**src/design/vn_pkg.sv**
```systemverilog
package vn_pkg;

  // Field formats of one transaction.
  localparam int IN_W = 16;
  localparam int FRAC_W = 14;
  localparam int OUT_W = FRAC_W + 2;

  // Internal widths of the square and root-search datapath.
  localparam int SQ_W = 2 * IN_W;
  localparam int SUM_W = 2 * IN_W + 2;
  localparam int LIM_W = 2 * IN_W + 2 * FRAC_W + 2;
  localparam int P_W = 2 * FRAC_W + 2 * IN_W + 6;
  localparam int Q_W = FRAC_W + 2 * IN_W + 6;
  localparam int N_W = FRAC_W + 1;

  // Pipeline depth: three front stages, one per result bit, one output stage.
  localparam int FRONT_DEPTH = 3;
  localparam int LATENCY = FRONT_DEPTH + N_W + 1;

  typedef struct packed {
    logic signed [IN_W-1:0] comp_x;
    logic signed [IN_W-1:0] comp_y;
    logic signed [IN_W-1:0] comp_z;
  } vec_in_t;

  typedef struct packed {
    logic signed [OUT_W-1:0] unit_x;
    logic signed [OUT_W-1:0] unit_y;
    logic signed [OUT_W-1:0] unit_z;
    logic                    was_zero;
  } vec_out_t;

  // What the front end hands to each component lane.
  typedef struct packed {
    logic [SUM_W-1:0] sumsq;
    logic [LIM_W-1:0] limit;
    logic             neg;
  } lane_in_t;

  // Magnitude of a two's complement component.
  function automatic logic [IN_W-1:0] magnitude(input logic signed [IN_W-1:0] v);
    logic [IN_W-1:0] r;
    r = v[IN_W-1] ? IN_W'(-v) : IN_W'(v);
    return r;
  endfunction

endpackage

```
**src/design/vn_prep.sv**
```systemverilog
module vn_prep (
  input  logic                clk,
  input  logic                rst,
  input  logic                valid_in,
  input  vn_pkg::vec_in_t     vec,
  output logic                valid_out,
  output logic                zero,
  output vn_pkg::lane_in_t    lane_x,
  output vn_pkg::lane_in_t    lane_y,
  output vn_pkg::lane_in_t    lane_z
);

  logic [vn_pkg::IN_W-1:0] mag [0:2];
  logic [2:0]              neg_a;
  logic                    vld_a;
  logic [vn_pkg::SQ_W-1:0] sq [0:2];
  logic [2:0]              neg_b;
  logic                    vld_b;
  logic [vn_pkg::SUM_W-1:0] sum;

  // Stage A: magnitudes and signs.
  always_ff @(posedge clk) begin
    mag[0] <= vn_pkg::magnitude(vec.comp_x);
    mag[1] <= vn_pkg::magnitude(vec.comp_y);
    mag[2] <= vn_pkg::magnitude(vec.comp_z);
    neg_a <= {vec.comp_z[vn_pkg::IN_W-1], vec.comp_y[vn_pkg::IN_W-1],
              vec.comp_x[vn_pkg::IN_W-1]};
  end

  // Stage B: one square per component.
  always_ff @(posedge clk) begin
    for (int i = 0; i < 3; i++) begin
      sq[i] <= vn_pkg::SQ_W'(mag[i] * mag[i]);
    end
    neg_b <= neg_a;
  end

  // Stage C: sum of squares and the scaled square of each magnitude.
  assign sum = vn_pkg::SUM_W'(sq[0]) + vn_pkg::SUM_W'(sq[1]) + vn_pkg::SUM_W'(sq[2]);

  always_ff @(posedge clk) begin
    lane_x.sumsq <= sum;
    lane_y.sumsq <= sum;
    lane_z.sumsq <= sum;
    lane_x.limit <= vn_pkg::LIM_W'(sq[0]) << (2 * vn_pkg::FRAC_W + 2);
    lane_y.limit <= vn_pkg::LIM_W'(sq[1]) << (2 * vn_pkg::FRAC_W + 2);
    lane_z.limit <= vn_pkg::LIM_W'(sq[2]) << (2 * vn_pkg::FRAC_W + 2);
    lane_x.neg <= neg_b[0];
    lane_y.neg <= neg_b[1];
    lane_z.neg <= neg_b[2];
    zero <= (sum == '0);
  end

  // Valid bits of the three front stages.
  always_ff @(posedge clk) begin
    if (rst) begin
      vld_a <= 1'b0;
      vld_b <= 1'b0;
      valid_out <= 1'b0;
    end else begin
      vld_a <= valid_in;
      vld_b <= vld_a;
      valid_out <= vld_b;
    end
  end

endmodule

```
**config.mk**
```make
export PLATFORM = sky130hd
export DESIGN_NAME = vn_prep
export DESIGN_NICKNAME = d
export VERILOG_FILES = /design/src/design/vn_pkg.sv /design/src/design/vn_prep.sv
export SDC_FILE = /design/constraint.sdc
export NUM_CORES = 2
export LEC_CHECK = 0
export BUFFER_PORTS_ARGS = -buffer_cell sky130_fd_sc_hd__buf_4
export CORE_ASPECT_RATIO = 0.9
export CORE_MARGIN = 1
export CORE_UTILIZATION = 59
export CTS_BUF_LIST = sky130_fd_sc_hd__clkbuf_8
export DETAILED_ROUTE_END_ITERATION = 7
export HOLD_SLACK_MARGIN = 0.1
export PLACE_DENSITY = 0.8
export RECOVER_POWER = 50
export SLEW_MARGIN = 40
export SYNTH_ARGS = -nofsm -noshare
export SYNTH_HDL_FRONTEND = slang
export SYNTH_SLANG_ARGS = --single-unit
```
**constraint.sdc**
```tcl
create_clock -name clk -period 6.85 [get_ports clk]
set_input_delay 1.37 -clock clk [delete_from_list [all_inputs] [get_ports clk]]
set_output_delay 1.37 -clock clk [all_outputs]
set_load 0.05 [all_outputs]
```
==> key figures <==
Run status
  • Outcome: completed

GRT
  • Overflow after GRT: 0
  • Met1 Use GR: 35.2%
  • Antenna violations before repair: 7
  • Vias in the first global route: 22800
  • GR Util met3: 4.24%
  • First-pass GRT wire length: 114000 um
  • GRT met2 Usage: 43.5%
  • Tot GR Track Use: 26.6%
  • Top Usage Layer GRT: met2
  • Largest net degree at the start of global routing: 20

Floorplan
  • Initial Util: 59.7%
  • Die area: 0.0546 mm2
  • Row cnt: 80
  • Chip Width: 246 um
  • Die H: 222 um
  • I/O pin cnt: 344
  • Core Area: 0.0531 mm2

Job
  • Max Cap Viol: 0

Critical path
  • Worst Reg-to-Reg Cells: 23
  • CP max stage cell: or4_1
  • Req. time, crit path: 7.36 ns
  • R2r startpoint: mag[0][35]
  • Worst path cell trace: buf_4, nand2_1, fa_1, inv_1, ha_1, a21o_1, fa_1, inv_1, fa_1, inv_1, fa_1, inv_1, fa_1, inv_1, ha_1, inv_1, o31a_1, or4_1, a311oi_2, o21ai_1, nand2_1, nor3_1, or3_1
  • Setup slack, reg-to-reg: 0.32 ns
  • Critical Path End Type: register
  • CP most frequent cell: inv_1
  • CP peak stage delay: 0.59 ns
  • Worst-path fanout max: 10
  • Crit Path Class: register to register
  • Worst EP arrival: 7.04 ns
  • RR Endpoint: sq[0][86]
  • Critical Path Start Type: register

Cells and area
  • Area delta synth->final: 8.48%
  • Filler Cell Count: 4299
  • Nets: 4460
  • Share of cells above drive strength 1: 9.68%
  • Commonest non-fill, non-tap cell in the layout: inv_1
  • Leading cell types in the layout, fill and taps excluded: inv_1 (797), fa_1 (518), ha_1 (337)

Timing
  • Clock skew: 0.0583 ns
  • Worst-Margin Slew: 0.692 ns
  • Pins Over Slew Limit: 0
  • Period Utilization, post-route: 95.4%
  • Rel. slew slack: 53.1%
  • F_max: 0.153 GHz
  • Setup violators final: 0
  • Final min period: 6.53 ns
  • RSZ-0062 raised after global routing: false
  • Setup total negative slack: 0 ns
  • Final Hold Fails: 0

Place
  • GPL Wtd Cong: 0.966
  • Final HPWL DP: 60100 um
  • PortBufs: 250

Yosys
  • Synth warn: 0
  • Avg Inst Size Synth: 9.50 um2
  • Distinct cells, synth: 75
  • Synthesized instance count: 3334
  • FFs w/ async S/R, synth: 0%
  • Top_reg_cell synth: dfxtp_1
  • Sequential area share after synthesis: 17.8%
  • Post-synth EDFFs: 0
  • Synthesized area: 0.0317 mm2
  • #FFs+latches synth: 281

Detailed routing
  • Post-route ant nets: 0
  • Vias per cell: 5.19
  • Drt total wl: 70300 um
  • Starting DRT DRC Count: 1270
  • Vias: 22200
  • Total iterations of the first detailed-routing run: 6
  • Post-route DRC: 0
  • WL/cell: 16.4 um

CTS
  • Setup Buffers After CTS: 0
  • TritonCTS clock tree: done
  • Post-cts resize count: 0
  • CTS Buffer Depth: 3
  • CTS buffer count: 47
  • Worst-path clk slew: 0.06 ns
  • TritonCTS Sinks: 281
  • Hold buffer count at cts: 0
  • Htree depth: 2
  • Clk_lat worst skew: 0.65 ns
  • Clk root buf: clkbuf_8

Hold path
  • Hold_sp: neg_a[0]
  • Worst Hold End: neg_b[0]
  • Hold path cells: 0
  • Type of the most critical hold path: register to register
stage by stage:
step	util, %	area [um2]	cells	hold slack (ns)	setup WS, ns
3_3_place_gp	63.6	33700	4202	0.310	0.373
2_1_floorplan	-	32000	3429	0.310	0.563
4_1_cts	65.3	34600	4283	0.325	0.232
5_1_grt	64.7	34300	4284	0.331	0.0187
3_5_place_dp	63.6	33700	4202	0.313	0.244
6_report	64.7	34300	4284	0.325	0.317
final cells by class:
| type | instances | area, um2 | area share [%] |
|---|---|---|---|
| clock buffer | 56 | 771 | 2.24 |
| inverter | 792 | 2970 | 8.66 |
| sequential | 281 | 5630 | 16.4 |
| clock inverter | 25 | 150 | 0.437 |
| antenna | 1 | 2.50 | 0.00729 |
| tap | 697 | 872 | 2.54 |
| timing repair buffer | 307 | 1990 | 5.80 |
| multi-input combinational | 2125 | 22000 | 63.9 |
registers in the layout (all words and copies together), names as in the netlist:
| register | count |
|---|---|
| lane_y | 66 |
| sq | 93 |
| neg_a | 3 |
| vld_a | 1 |
| mag | 48 |
| vld_b | 1 |
| zero | 1 |
| lane_x | 32 |
| neg_b | 3 |
| lane_z | 32 |
| valid_out | 1 |
worst max path at each step:
stage / start / end / slack [ns]
finish: mag[0][35] / sq[0][86] / 0.32
detailed placement: mag[0][35] / sq[0][86] / 0.24
floorplan: mag[0][17] / sq[0][63] / 0.56
CTS: mag[0][35] / sq[0][86] / 0.23
global placement: mag[0][35] / sq[0][86] / 0.37
global route: mag[0][18] / sq[0][63] / 0.02
cells in the mapped netlist (4+ instances only):
master,count,area [um2]
a211oi_1,18,135
a21o_1,45,338
a21oi_1,104,521
a221oi_1,4,35.0
a31o_2,8,70.1
a31oi_1,9,56.3
and2_1,127,795
and3_1,14,87.6
buf_4,161,1210
clkbuf_1,68,255
dfxtp_1,281,5630
fa_1,518,10400
ha_1,337,4220
inv_1,792,2970
mux2_2,5,56.3
mux2i_1,6,60.1
nand2_1,266,998
nand2b_1,28,175
nand3_1,25,125
nand4_1,9,56.3
nor2_1,93,349
nor2b_1,22,138
nor3_1,23,115
nor4_1,7,43.8
o211ai_1,6,45.0
o21a_1,9,67.6
o21ai_0,45,225
o21ai_1,16,80.1
o21bai_1,16,120
o31ai_1,17,128
o41ai_1,10,87.6
or2_2,12,75.1
or3_1,11,68.8
or4_1,12,90.1
xnor2_1,122,1070
xor2_1,36,315
routing by layer:
metal  up-vias  part of all wire (%)  routed length (um)
met2       867                    47               32900
met3       170                   7.7                5430
met5         -                 0.021                  15
met1     10800                    41               28900
li1      10400                     -                   -
met4         2                   4.3                3050
kinds of logic (layout without fill, tap and decap cells):
kind of cell    after synthesis  in the layout  synth area share (%)
other cells                   1             97                0.0118
xor+xnor                    159            159                  4.42
simple gates                661            661                  10.2
buf+inv                    1023           1180                  14.1
fa+ha+maj                   855            855                  46.1
compound gates              343            343                  7.10
flops                       281            281                  17.8
mux                          11             11                 0.367
worst max-delay path, delay by kind of cell (launching register included):
family	cells	cell delay [ns]
AOI/OAI and AO/OA	4	0.97
and+or+nand+nor	5	1.23
buffers and inverters	7	0.62
DFF	1	0.47
adders and majority gates	7	3.13
Power is not shown: default switching activity piles up to over one toggle a cycle in this logic, so the estimate is an artifact.
